[src/rtl/mbr_pkg.sv]
`timescale 1ns / 1ps
`default_nettype none

package mbr_pkg;

  localparam int unsigned MaxRead = 32;
  localparam logic [7:0]  ByteFf  = 8'hFF;
  localparam logic [7:0]  ByteZero = 8'h00;

  typedef enum logic [1:0] {
    CMD_PUSH  = 2'd0,
    CMD_READ  = 2'd1,
    CMD_FLUSH = 2'd2
  } cmd_e;

  typedef enum logic [1:0] {
    ST_OK      = 2'd0,
    ST_DROPPED = 2'd1,
    ST_SHORT   = 2'd2,
    ST_FULL    = 2'd3
  } status_e;

  typedef struct packed {
    logic [1:0] cmd;
    logic [7:0] byte_in;
    logic [5:0] bit_count;
  } cmd_t;

  typedef struct packed {
    logic [31:0] value;
    logic [5:0]  bits_read;
    logic [1:0]  status;
  } rsp_t;

endpackage

`default_nettype wire

[src/rtl/mbr_if.sv]
`timescale 1ns / 1ps
`default_nettype none

interface mbr_cmd_if;
  logic       valid;
  logic       ready;
  logic [1:0] cmd;
  logic [7:0] byte_in;
  logic [5:0] bit_count;

  modport source (output valid, cmd, byte_in, bit_count, input ready);
  modport sink   (input valid, cmd, byte_in, bit_count, output ready);
endinterface

interface mbr_rsp_if;
  logic        valid;
  logic        ready;
  logic [31:0] value;
  logic [5:0]  bits_read;
  logic [1:0]  status;

  modport source (output valid, value, bits_read, status, input ready);
  modport sink   (input valid, value, bits_read, status, output ready);
endinterface

interface mbr_cfg_if;
  logic valid;
  logic ready;
  logic data;

  modport source (output valid, data, input ready);
  modport sink   (input valid, data, output ready);
endinterface

`default_nettype wire

[src/rtl/mbr_buffer.sv]
`timescale 1ns / 1ps
`default_nettype none

module mbr_buffer #(
  parameter int unsigned BUFFER_BITS = 64
) (
  input  logic         clk_i,
  input  logic         rst_ni,
  input  logic         en_i,
  input  logic         discard_i,
  input  mbr_pkg::cmd_t cmd_i,
  output mbr_pkg::rsp_t rsp_o
);

  localparam int unsigned HW = $clog2(BUFFER_BITS + 1);

  logic [BUFFER_BITS-1:0] buf_q, buf_d;
  logic [HW-1:0]          held_q, held_d;
  logic                   ff_q, ff_d;

  logic [5:0]             cnt;
  logic [31:0]            top_bits;
  logic [BUFFER_BITS-1:0] ins;
  logic                   drop, full, short;

  assign cnt      = (cmd_i.bit_count > 6'(mbr_pkg::MaxRead)) ? 6'(mbr_pkg::MaxRead)
                                                             : cmd_i.bit_count;
  assign top_bits = buf_q[BUFFER_BITS-1 -: 32];
  assign ins      = {cmd_i.byte_in, {(BUFFER_BITS-8){1'b0}}} >> held_q;
  assign drop     = discard_i && ff_q && (cmd_i.byte_in == mbr_pkg::ByteZero);
  assign full     = ({1'b0, held_q} + (HW+1)'(8)) > (HW+1)'(BUFFER_BITS);
  assign short    = HW'(cnt) > held_q;

  always_comb begin
    buf_d  = buf_q;
    held_d = held_q;
    ff_d   = ff_q;
    rsp_o  = '0;
    unique case (mbr_pkg::cmd_e'(cmd_i.cmd))
      mbr_pkg::CMD_PUSH: begin
        priority if (drop) begin
          ff_d         = 1'b0;
          rsp_o.status = mbr_pkg::ST_DROPPED;
        end else if (full) begin
          rsp_o.status = mbr_pkg::ST_FULL;
        end else begin
          buf_d        = buf_q | ins;
          held_d       = held_q + HW'(8);
          ff_d         = (cmd_i.byte_in == mbr_pkg::ByteFf);
          rsp_o.status = mbr_pkg::ST_OK;
        end
      end
      mbr_pkg::CMD_READ: begin
        if (short) begin
          rsp_o.status = mbr_pkg::ST_SHORT;
        end else begin
          rsp_o.value     = top_bits >> (6'(mbr_pkg::MaxRead) - cnt);
          rsp_o.bits_read = cnt;
          rsp_o.status    = mbr_pkg::ST_OK;
          buf_d           = buf_q << cnt;
          held_d          = held_q - HW'(cnt);
        end
      end
      mbr_pkg::CMD_FLUSH: begin
        buf_d  = '0;
        held_d = '0;
        ff_d   = 1'b0;
      end
      default: begin
        rsp_o = '0;
      end
    endcase
  end

  always_ff @(posedge clk_i or negedge rst_ni) begin
    if (!rst_ni) begin
      buf_q  <= '0;
      held_q <= '0;
      ff_q   <= 1'b0;
    end else if (en_i) begin
      buf_q  <= buf_d;
      held_q <= held_d;
      ff_q   <= ff_d;
    end
  end

endmodule

`default_nettype wire

[src/rtl/msb_first_bit_reader_unstuffing.sv]
// MSB-first bit reader with JPEG byte unstuffing. Takes one command word per
// cycle when the output is not stalled (push byte, read 0..32 bits, flush) and
// returns one result word per command, in order. A command is registered on
// accept, executed against the bit buffer once the output register is free
// and its result registered there. The rate is set by the buffer update
// (insert or barrel shift), combinational between the two registers.
// Output stalls back-pressure the input only after the input register fills.
`timescale 1ns / 1ps
`default_nettype none

module msb_first_bit_reader_unstuffing #(
  parameter int unsigned BUFFER_BITS = 64
) (
  input  logic      clk_i,
  input  logic      rst_ni,
  mbr_cmd_if.sink   cmd_i,
  mbr_rsp_if.source rsp_o,
  mbr_cfg_if.sink   cfg_i
);

  mbr_pkg::cmd_t in_q;
  mbr_pkg::rsp_t rsp_q, rsp_d;
  logic          in_valid_q, in_valid_d;
  logic          out_valid_q, out_valid_d;
  logic          discard_q;
  logic          adv, in_fire;

  assign adv     = in_valid_q && (!out_valid_q || rsp_o.ready);
  assign in_fire = cmd_i.valid && cmd_i.ready;

  assign cmd_i.ready = !in_valid_q || adv;
  assign cfg_i.ready = 1'b1;

  always_comb begin
    in_valid_d = in_valid_q;
    if (in_fire) begin
      in_valid_d = 1'b1;
    end else if (adv) begin
      in_valid_d = 1'b0;
    end
    out_valid_d = out_valid_q;
    if (adv) begin
      out_valid_d = 1'b1;
    end else if (rsp_o.ready) begin
      out_valid_d = 1'b0;
    end
  end

  mbr_buffer #(
    .BUFFER_BITS (BUFFER_BITS)
  ) u_buffer (
    .clk_i     (clk_i),
    .rst_ni    (rst_ni),
    .en_i      (adv),
    .discard_i (discard_q),
    .cmd_i     (in_q),
    .rsp_o     (rsp_d)
  );

  always_ff @(posedge clk_i or negedge rst_ni) begin
    if (!rst_ni) begin
      in_valid_q  <= 1'b0;
      out_valid_q <= 1'b0;
      discard_q   <= 1'b0;
    end else begin
      in_valid_q  <= in_valid_d;
      out_valid_q <= out_valid_d;
      if (cfg_i.valid) begin
        discard_q <= cfg_i.data;
      end
    end
  end

  always_ff @(posedge clk_i) begin
    if (in_fire) begin
      in_q <= '{cmd: cmd_i.cmd, byte_in: cmd_i.byte_in, bit_count: cmd_i.bit_count};
    end
    if (adv) begin
      rsp_q <= rsp_d;
    end
  end

  assign rsp_o.valid     = out_valid_q;
  assign rsp_o.value     = rsp_q.value;
  assign rsp_o.bits_read = rsp_q.bits_read;
  assign rsp_o.status    = rsp_q.status;

endmodule

`default_nettype wire

[src/flat_wrapper.sv]
// flat-port wrapper written by rule: the top's interface ports become plain ports
module msb_first_bit_reader_unstuffing_flat 
#(
  parameter int unsigned BUFFER_BITS = 64
)
  (clk_i, rst_ni, cmd_i_valid, cmd_i_cmd, cmd_i_byte_in, cmd_i_bit_count, cmd_i_ready, rsp_o_valid, rsp_o_value, rsp_o_bits_read, rsp_o_status, rsp_o_ready, cfg_i_valid, cfg_i_data, cfg_i_ready);
  mbr_cmd_if cmd_i_i ();
  mbr_rsp_if rsp_o_i ();
  mbr_cfg_if cfg_i_i ();
  input  logic clk_i;
  input  logic rst_ni;
  input wire logic [$bits(cmd_i_i.valid)-1:0] cmd_i_valid;
  input wire logic [$bits(cmd_i_i.cmd)-1:0] cmd_i_cmd;
  input wire logic [$bits(cmd_i_i.byte_in)-1:0] cmd_i_byte_in;
  input wire logic [$bits(cmd_i_i.bit_count)-1:0] cmd_i_bit_count;
  output wire logic [$bits(cmd_i_i.ready)-1:0] cmd_i_ready;
  output wire logic [$bits(rsp_o_i.valid)-1:0] rsp_o_valid;
  output wire logic [$bits(rsp_o_i.value)-1:0] rsp_o_value;
  output wire logic [$bits(rsp_o_i.bits_read)-1:0] rsp_o_bits_read;
  output wire logic [$bits(rsp_o_i.status)-1:0] rsp_o_status;
  input wire logic [$bits(rsp_o_i.ready)-1:0] rsp_o_ready;
  input wire logic [$bits(cfg_i_i.valid)-1:0] cfg_i_valid;
  input wire logic [$bits(cfg_i_i.data)-1:0] cfg_i_data;
  output wire logic [$bits(cfg_i_i.ready)-1:0] cfg_i_ready;
  assign cmd_i_i.valid = cmd_i_valid;
  assign cmd_i_i.cmd = cmd_i_cmd;
  assign cmd_i_i.byte_in = cmd_i_byte_in;
  assign cmd_i_i.bit_count = cmd_i_bit_count;
  assign cmd_i_ready = cmd_i_i.ready;
  assign rsp_o_valid = rsp_o_i.valid;
  assign rsp_o_value = rsp_o_i.value;
  assign rsp_o_bits_read = rsp_o_i.bits_read;
  assign rsp_o_status = rsp_o_i.status;
  assign rsp_o_i.ready = rsp_o_ready;
  assign cfg_i_i.valid = cfg_i_valid;
  assign cfg_i_i.data = cfg_i_data;
  assign cfg_i_ready = cfg_i_i.ready;
  msb_first_bit_reader_unstuffing #(.BUFFER_BITS(BUFFER_BITS)) u_core (.clk_i(clk_i), .rst_ni(rst_ni), .cmd_i(cmd_i_i), .rsp_o(rsp_o_i), .cfg_i(cfg_i_i));
endmodule
[config.mk]
export PLATFORM = sky130hd
export DESIGN_NAME = msb_first_bit_reader_unstuffing_flat
export DESIGN_NICKNAME = d
export VERILOG_FILES = /design/src/rtl/mbr_pkg.sv /design/src/rtl/mbr_if.sv /design/src/rtl/mbr_buffer.sv /design/src/rtl/msb_first_bit_reader_unstuffing.sv /design/src/flat_wrapper.sv
export SDC_FILE = /design/constraint.sdc
export NUM_CORES = 1
export LEC_CHECK = 0
export ABC_AREA = 0
export BUFFER_PORTS_ARGS = -buffer_cell sky130_fd_sc_hd__buf_4
export CAP_MARGIN = 10
export CORE_AREA = 2 2 168 170
export CTS_BUF_LIST = sky130_fd_sc_hd__clkbuf_16
export DETAILED_ROUTE_END_ITERATION = 12
export DIE_AREA = 0 0 170 172
export HOLD_SLACK_MARGIN = 0.1
export PLACE_DENSITY_LB_ADDON = 0.12
export RECOVER_POWER = 100
export SLEW_MARGIN = 20
export SYNTH_ARGS = -nofsm -noshare
export SYNTH_HDL_FRONTEND = slang
export SYNTH_SLANG_ARGS = --single-unit
[constraint.sdc]
create_clock -name clk_i -period 5.2 [get_ports clk_i]
set_clock_uncertainty 0.15 [all_clocks]
set_input_delay 1.04 -clock clk_i [delete_from_list [all_inputs] [get_ports clk_i]]
set_output_delay 1.04 -clock clk_i [all_outputs]
set_load 0.02 [all_outputs]
* After elaboration in Yosys (flattened, before gate mapping)
Cells that the tools add are included.
W data, S select, Z words.
** Operators by class
- Multiplexer cells :: 20
- Bitwise logic cells :: 2
- $lt $le $gt $ge :: 3
- Shift-type cells :: 3
- $add $sub $neg :: 4
- Reduce and logical (&&, ||, !) cells :: 17
- Equality and inequality tests :: 7
** Operators with widths (count)
- $mux W64 :: 3
- $pmux W64 S3 :: 1
- $or A64 B64 Y64 :: 1
- $shl A64 B6 Y64 :: 1
- $shr A64 B7 Y64 :: 1
- $shr A32 B6 Y32 :: 1
- $mux W7 :: 3
- $pmux W7 S3 :: 1
- $add A7 B4 Y8 const B :: 1
- $eq A8 B8 Y1 const B :: 1
- $gt A8 B7 Y1 const B :: 1
- $logic_not A8 Y1 :: 1
- $add A7 B4 Y7 const B :: 1
- $gt A6 B7 Y1 :: 1
- $sub A7 B6 Y7 :: 1
- $gt A6 B6 Y1 const B :: 1
- $mux W1 :: 6
- $mux W2 :: 3
- $mux W6 :: 1
- $ne A2 B2 Y1 const B :: 3
- $reduce_bool A2 Y1 :: 3
- $sub A6 B6 Y6 const A :: 1
- $reduce_and A5 Y1 :: 1
- $logic_and A1 B1 Y1 :: 4
- other kinds (12) :: 14
** Storage, ports and cells
- Word-level logic and storage cells :: 68
- Output and inout bits :: 43
- Register bits :: 131
- Input port bits :: 22

* Logic depth before layout (Yosys ltp)
Gate-level depths: netlist (run 1).
- Word-level depth :: 6
- Mapped depth :: 17
- Mapped depth without buffers :: 12

* Modules after synthesis
From an unflattened synthesis (run 1), not the netlist that was laid out.
** Second synthesis, totals
- Cell total of the unflattened synthesis :: 1522
- Area, all modules :: 13422.9 um^2
** Modules (own cells, without submodules)
- mbr_buffer :: sequential area each 1801.7 um^2, instances 1, cells each 1454, area each 11589.9 um^2
- msb_first_bit_reader_unstuffing :: sequential area each 1756.7 um^2, instances 1, cells each 68, area each 1833.0 um^2

* Worst setup path after synthesis (run 1)
No wires, ideal clock.
- Path type :: reg-to-reg
- Start :: register u_core.in_q[4] (netlist name)
- End :: register u_core.u_buffer.buf_q[58]
- Data required time :: 4.924 ns
- Arrival :: 3.447 ns
- Library setup time :: 0.126 ns
- Setup slack :: 1.477 ns
- Clock period less this slack :: 3.723 ns
- Cell stages (with the launch flop) :: 14
- Path buffers :: 3
- Cell sequence :: edfxtp_1 > clkbuf_1 > clkinv_1 > nor2_1 > clkinv_1 > clkbuf_1 > ha_1 > o21ai_0 > and2_1 > a32o_1 > a2111oi_4 > nand2_1 > clkbuf_1 > a221o_1
** Between the ends
- Cells in the longest elaborated chain, start to end :: 5
- Elaborated cells between the ends (all ways) :: 8
- Classes of those cells :: 2 x order compare; 1 x eq/ne; 1 x shift; 3 x mux; 1 x reduce/logical
** RTL lines
- from (decl) :: line msb_first_bit_reader_unstuffing.sv:21 : mbr_pkg::cmd_t in_q;
- from (signal assigned) :: line msb_first_bit_reader_unstuffing.sv:76 : in_q <= '{cmd: cmd_i.cmd, byte_in: cmd_i.byte_in, bit_count: cmd_i.bit_count};
- $gt A6 B6 Y1 :: line mbr_buffer.sv:26 : assign cnt = (cmd_i.bit_count > 6'(mbr_pkg::MaxRead)) ? 6'(mbr_pkg::MaxRead)
- $mux W6 (*) :: line mbr_buffer.sv:26
- $shl A64 B6 Y64 / $gt A6 B7 Y1 (equally long branches) :: line mbr_buffer.sv:60, mbr_buffer.sv:32
- $mux W64 / $ne A2 B2 Y1 (equally long branches)
- $pmux W64 S3 / $reduce_and A5 Y1 (equally long branches)
- to (signal assigned) :: line mbr_buffer.sv:81 : buf_q <= buf_d;
- to (decl) :: line mbr_buffer.sv:17 : logic [BUFFER_BITS-1:0] buf_q, buf_d;
Mark *: on every way between the ends. The rest lies on a longest branch, timed or not. The select of a mux whose other input is x is not followed.
A chain may end at the register's enable or synchronous reset.

* Worst setup path after layout (run 1)
- Start :: register u_core.in_q[5] (netlist name)
- End :: register u_core.rsp_q (netlist bit u_core.rsp_o.value[1]) (data pin)
** Between the ends
- Cells in the longest elaborated chain, start to end :: 4
- Elaborated cells between the ends (all ways) :: 6
- Classes of those cells :: 1 x add/sub; 2 x order compare; 1 x shift; 1 x mux; 1 x reduce/logical
** RTL lines
- $gt A6 B6 Y1 :: line mbr_buffer.sv:26
- $mux W6 (*) :: line mbr_buffer.sv:26
- $sub A6 B6 Y6 / $gt A6 B7 Y1 (equally long branches) :: line mbr_buffer.sv:57, mbr_buffer.sv:32
- $shr A32 B6 Y32 / $reduce_or A2 Y1 (equally long branches)
- to (signal assigned) :: line msb_first_bit_reader_unstuffing.sv:79 : rsp_q <= rsp_d;
- to (decl) :: line msb_first_bit_reader_unstuffing.sv:22 : mbr_pkg::rsp_t rsp_q, rsp_d;
Mark *: on every way between the ends. The rest lies on a longest branch, timed or not.

==> impl_metrics.toml, run 1 <==
[run_status]
status = "finished with violations"
violations = "capacitance limit, slew limit"

[critical_path]
cp-start-kind = "flip-flop"
crit_path_end_kind = "flip-flop"
path_max_fanout = 25
reg2reg_slack_ps = 460
required_ps = 5230
arrival_ps = 4770
critPathKind = "flip-flop to flip-flop"

[pwr]
vdd_drop_max_v = 0.0002620
switching_share_pct = 50.14
p_clk_share_pct = 20.0
switchingPower_mw = 3.328
pwr-share-comb_pct = 47.3
powerDensity_mw_per_mm2 = 499.6
power_leakage_nw = 5.259
cell_internal_pwr_mw = 3.310
p_seq_share_pct = 32.7

[detailed_routing]
drc = 0
avgViaCountPerCell = 6.929
vias = 12260
firstDrtPassIters = 6
drtIter0Drc = 1659
routed_wl_um = 49040
wl_per_cell_um = 27.72
detail-route-antenna-nets = 0

[logic_synthesis]
netlist_instances = 1412
synth_nets = 1447
synth_xor_area_share_pct = 0.7070
synth-compound-area-share_pct = 21.77
synth-simple-area-share_pct = 17.70
synth_fa_ha_area_share_pct = 1.394
synth_ff_type = "dfrtp_1"
syn_area_mm2 = 0.01221
yosys-mux-area-fraction_pct = 23.67
synth_edf_count = 56
yosys_warnings = 0
synth_top_family_by_area = "multiplexers"
synth_area_per_cell_um2 = 8.648
yosys_register_bits = 131
synth_cell_types = 81
yosysSeqAreaShare_pct = 29.14
async_flop_share_pct = 57.25

[global_routing]
antenna_found_initial = 0
grt_remaining_overflow = 0
grt_start_max_net_pins = 81
grt_usage_pct = 33.74
grt_first_pass_wirelength_um = 73110
grt_pass1_vias = 11460

[clock_tree]
cts_tree = "done"
htree_levels = 4
numCtsBuffers = 17
cts_sinks = 131
hold_buffers = 0
clock_latency_ps = 450
cts-resized-gates = 0
cts-root-buf = "clkbuf_16"
clk_path_buf_depth = 2
clkTransAtPathRegs_ps = 80
cts_setup_buffers = 0

[place]
io_buffers = 63
routabilityCongestion = 0.9722
hpwl_um = 35610

[timing]
rsz0062_at_grt = "no"
setup_viol = 0
final_max_slew_viol_count = 94
fin_hold_ws_ps = 333.9
fin_tns_setup_ps = 0
final_hold_viol_count = 0
worstMarginPinSlew_ps = 2167
maxSlewHeadroom_pct = -44.49
fmax_mhz = 210.8
period_share_pct = 91.23
period_needed_ps = 4744

[finish]
final_nets = 1444
final_common_cell = "nand2_1"
drive_gt1_share_pct = 11.46
num-fill-cells = 2731
layout_common_cells = "nand2_1, mux2i_1, nor2_1"
areaGrowthSynthToFinish_pct = 8.792

[floorplan]
std_cell_rows = 61
io_pins = 65
dieArea_mm2 = 0.02924
core-area_mm2 = 0.02748
start_util_pct = 44.44
dieHeight_um = 172
fp.dieW_um = 170

[run]
drv_cap = 3

[hold_path]
hold_path_class = "flip-flop to flip-flop"
[kinds of logic after synthesis]
logic type	Yosys count
other cells	1
compound gates	412
flops	131
fa+ha+maj	13
xor+xnor	9
buf+inv	151
simple gates	468
mux	227
[power groups by stage]
stage | clock (mW) | combinational (mW) | sequential, mW
final | 1.33 | 3.14 | 2.17
after global routing | 1.38 | 3.37 | 2.15
after CTS | 1.34 | 3.10 | 2.09
after detailed placement | 0 | 3.08 | 2.12
after global placement | 0 | 3.08 | 2.12
after floorplan | 0 | 2.29 | 1.67
[sequential cells by signal, summed over array words and instances, names as in the netlist, 2 cells and up]
name and flops:
u_core.rsp_o.status 2, u_core.in_q 16, u_core.u_buffer.buf_q 64, u_core.rsp_o.value 32, u_core.rsp_o.bits_read 6, u_core.u_buffer.held_q 7
[per-layer routing]
metal  GRT usage, %  routed length [um]  vias to the layer above
met5              0                   0                        -
met4          16.57                2458                        0
met3          8.263                5428                      152
met2          51.02               21600                      790
met1          45.35               19550                     6002
li1               -                   -                     5313
[cell type report]
| class | count | area, um^2 | share of cell area [%] |
|---|---|---|---|
| Inverter | 27 | 103.9 | 0.7818 |
| Clock inverter | 15 | 205.2 | 1.545 |
| Sequential cell | 131 | 3558 | 26.79 |
| Antenna cell | 1 | 2.502 | 0.01884 |
| Timing Repair Buffer | 102 | 584.3 | 4.399 |
| Tap cell | 346 | 432.9 | 3.259 |
| Clock buffer | 17 | 425.4 | 3.202 |
| Multi-Input combinational cell | 1130 | 7971 | 60.01 |
[critical path, cell delays in order, from the launching register on]
cell	delay (ps)
edfxtp_1	400
buf_4	280
nor2b_4	340
inv_2	100
ha_1	270
xnor2_1	1440
clkbuf_1	580
mux2i_1	480
mux2i_1	190
a21oi_1	190
nor2_1	60
[worst paths after layout]
path,startpoint,end,cells past startpoint
max,u_core.in_q[5],u_core.rsp_o.value[1],10
min,u_core.in_valid_q,u_core.rsp_o.valid,1
max reg2reg,u_core.in_q[5],u_core.rsp_o.value[1],10
min reg2reg,u_core.in_valid_q,u_core.rsp_o.valid,1
max in group asynchronous,rst_ni,u_core.u_buffer.buf_q[36],2
min in group asynchronous,rst_ni,u_core.u_buffer.buf_q[16],1
[metrics by stage]
stage | worst slack (ps) | total power [mW] | cells | util, % | cell area (um^2)
global route | 273.5 | 6.903 | 1768 | 48.34 | 13280
detailed placement | 853.4 | 5.198 | 1736 | 46.88 | 12880
CTS | 846.4 | 6.532 | 1768 | 49.18 | 13510
floorplan | 1477 | 3.964 | 1412 | - | 12210
finish | 456.2 | 6.637 | 1769 | 48.35 | 13280
global placement | 936.0 | 5.195 | 1736 | 46.88 | 12880
[cell usage after synthesis, types with 15 or more instances]
cell	instances	area share, %
a211oi_1	38	2.3
a21o_1	20	1.2
a21oi_1	127	5.2
a31oi_1	22	1.1
and3_1	15	0.77
buf_1	15	0.46
buf_2	36	1.5
clkbuf_1	59	1.8
dfrtp_1	75	15
edfxtp_1	56	14
inv_1	15	0.46
mux2i_1	165	14
mux4_2	48	8.9
nand2_1	169	5.2
nand2b_1	15	0.77
nand3_1	31	1.3
nor2_1	138	4.2
nor2b_1	23	1.2
nor3_1	17	0.70
o21ai_0	59	2.4
o22ai_1	36	1.8
o32ai_1	15	1.1
Power figures use the tool's default switching activity.
==> run 2: changes to the inputs <==
--- a/config.mk
+++ b/config.mk
@@ -12,6 +12,7 @@
 export CTS_BUF_LIST = sky130_fd_sc_hd__clkbuf_16
 export DETAILED_ROUTE_END_ITERATION = 12
 export DIE_AREA = 0 0 170 172
+export GPL_TIMING_DRIVEN = 0
 export HOLD_SLACK_MARGIN = 0.1
 export PLACE_DENSITY_LB_ADDON = 0.12
 export RECOVER_POWER = 100
==> impl_metrics.toml, run 2 (same netlist as run 1, synthesis figures left out) <==
[place]
hpwl_um = 45190
routabilityCongestion = 1.086
post_dp_cell_area_mm2 = 0.01312
dpl_worst_slack_ps = -821.4
io_buffers = 63
placed_cells = 1821

[timing]
fmax_mhz = 192.7
period_share_pct = 99.79
rsz0062_at_grt = "no"
period_needed_ps = 5189
final_max_slew_viol_count = 135
layout_setup_ws_ps = 10.99
worstMarginPinSlew_ps = 3801
setup_viol = 0
final_hold_viol_count = 0
maxSlewHeadroom_pct = -153.4

[clock_tree]
cts_sinks = 131
numCtsBuffers = 17
cts-root-buf = "clkbuf_16"
clkTransAtPathRegs_ps = 80
clock_latency_ps = 450
htree_levels = 4
cts_tree = "done"
clk_path_buf_depth = 2

[floorplan]
core-area_mm2 = 0.02748
io_pins = 65
std_cell_rows = 61
dieHeight_um = 172
start_util_pct = 44.44
dieArea_mm2 = 0.02924
fp.dieW_um = 170

[run_status]
violations = "capacitance limit, slew limit"
status = "finished with violations"

[finish]
final_common_cell = "nand2_1"
areaGrowthSynthToFinish_pct = 11.05
largest_reg_flops = 64
layout_common_cells = "nand2_1, mux2i_1, nor2_1"
num-fill-cells = 2712
final_cell_count_no_fill = 1852
drive_gt1_share_pct = 12.22
final_nets = 1528
top_register = "u_core.u_buffer.buf_q"
n_antenna_cell = 0
final_area_mm2 = 0.01356

[critical_path]
required_ps = 5370
crit_path_end_kind = "flip-flop"
path_max_fanout = 10
arrival_ps = 5360
cp-start-kind = "flip-flop"
critPathKind = "flip-flop to flip-flop"

[detailed_routing]
detail-route-antenna-nets = 0
firstDrtPassIters = 9
wl_per_cell_um = 32.79
drtIter0Drc = 2275
vias = 13390
avgViaCountPerCell = 7.231
routed_wl_um = 60730
drc = 0

[global_routing]
grt_remaining_overflow = 0
antenna_found_initial = 0
grt_start_max_net_pins = 76
grt_usage_pct = 41.52
grt_pass1_vias = 12400
grt_first_pass_wirelength_um = 86310

[pwr]
vdd_drop_max_v = 0.0002988
power_mw = 6.847
powerDensity_mw_per_mm2 = 505.0
power_leakage_nw = 5.385

[run]
drv_cap = 3

[hold_path]
hold_path_class = "flip-flop to flip-flop"
-- run 2: metrics by stage --
stage | hold WS (ps) | util, % | setup TNS (ps)
CTS | 343.8 | 49.99 | 0
global route | 372.8 | 49.35 | 0
detailed placement | 327.1 | 47.75 | -25360
finish | 337.2 | 49.35 | 0
global placement | 312.7 | 47.74 | -28900
floorplan | 299.5 | - | 0
-- run 2: repair_timing --
| action | CTS | global route |
|---|---|---|
| setup buffers | 2 | 0 |
| endpoints found under the setup margin | 92 | 65 |
| resized for setup | 2 | 8 |
| hold buffers | 0 | 0 |
| pin swaps | 1 | 0 |
-- run 2: cell type report --
type	count	area [um^2]	area share, %
clock inverter	15	175.2	1.292
multi-input combinational	1130	7958	58.69
inverter	27	108.9	0.8028
clock buffer	17	425.4	3.137
sequential	131	3558	26.24
tap	346	432.9	3.193
timing repair buffer	65	331.6	2.445
buffer	121	569.3	4.199
-- run 2: layer usage --
layer  routed length (um)  GRT usage, %  vias to the layer above
li1                     -             -                     5461
met3                 8541         14.10                      272
met4                 4165         22.19                        0
met2                25020         60.34                     1199
met5                    0             0                        -
met1                23000         54.57                     6459
-- run 2: critical path: stages (launching register included) --
cell and delay, ps:
edfxtp_1 500, nor2b_1 190, buf_6 180, inv_4 150
buf_2 320, buf_6 250, buf_2 370, buf_2 450
ha_1 260, o211ai_1 200, a32o_1 320, a2111oi_0 360
buf_4 230, nand2_1 250, clkbuf_2 360, a221oi_1 410
nor2_1 110
-- run 2: power by group --
| part | switching [mW] | internal [mW] |
|---|---|---|
| registers | 0.677 | 1.35 |
| logic | 2.29 | 1.25 |
| clock network | 0.627 | 0.653 |
| total | 3.59 | 3.26 |
-- run 2: path summary, 6_finish.rpt --
check	from	to	slack [ps]	depth (start not counted)
max	u_core.in_q[2]	u_core.u_buffer.buf_q[25]	10	16
min reg2reg	u_core.u_buffer.ff_q	u_core.u_buffer.ff_q	340	2
min in group asynchronous	rst_ni	u_core.u_buffer.buf_q[18]	1930	1
max in group asynchronous	rst_ni	u_core.u_buffer.buf_q[35]	820	1
max reg2reg	u_core.in_q[2]	u_core.u_buffer.buf_q[25]	10	16
min	u_core.u_buffer.ff_q	u_core.u_buffer.ff_q	340	2
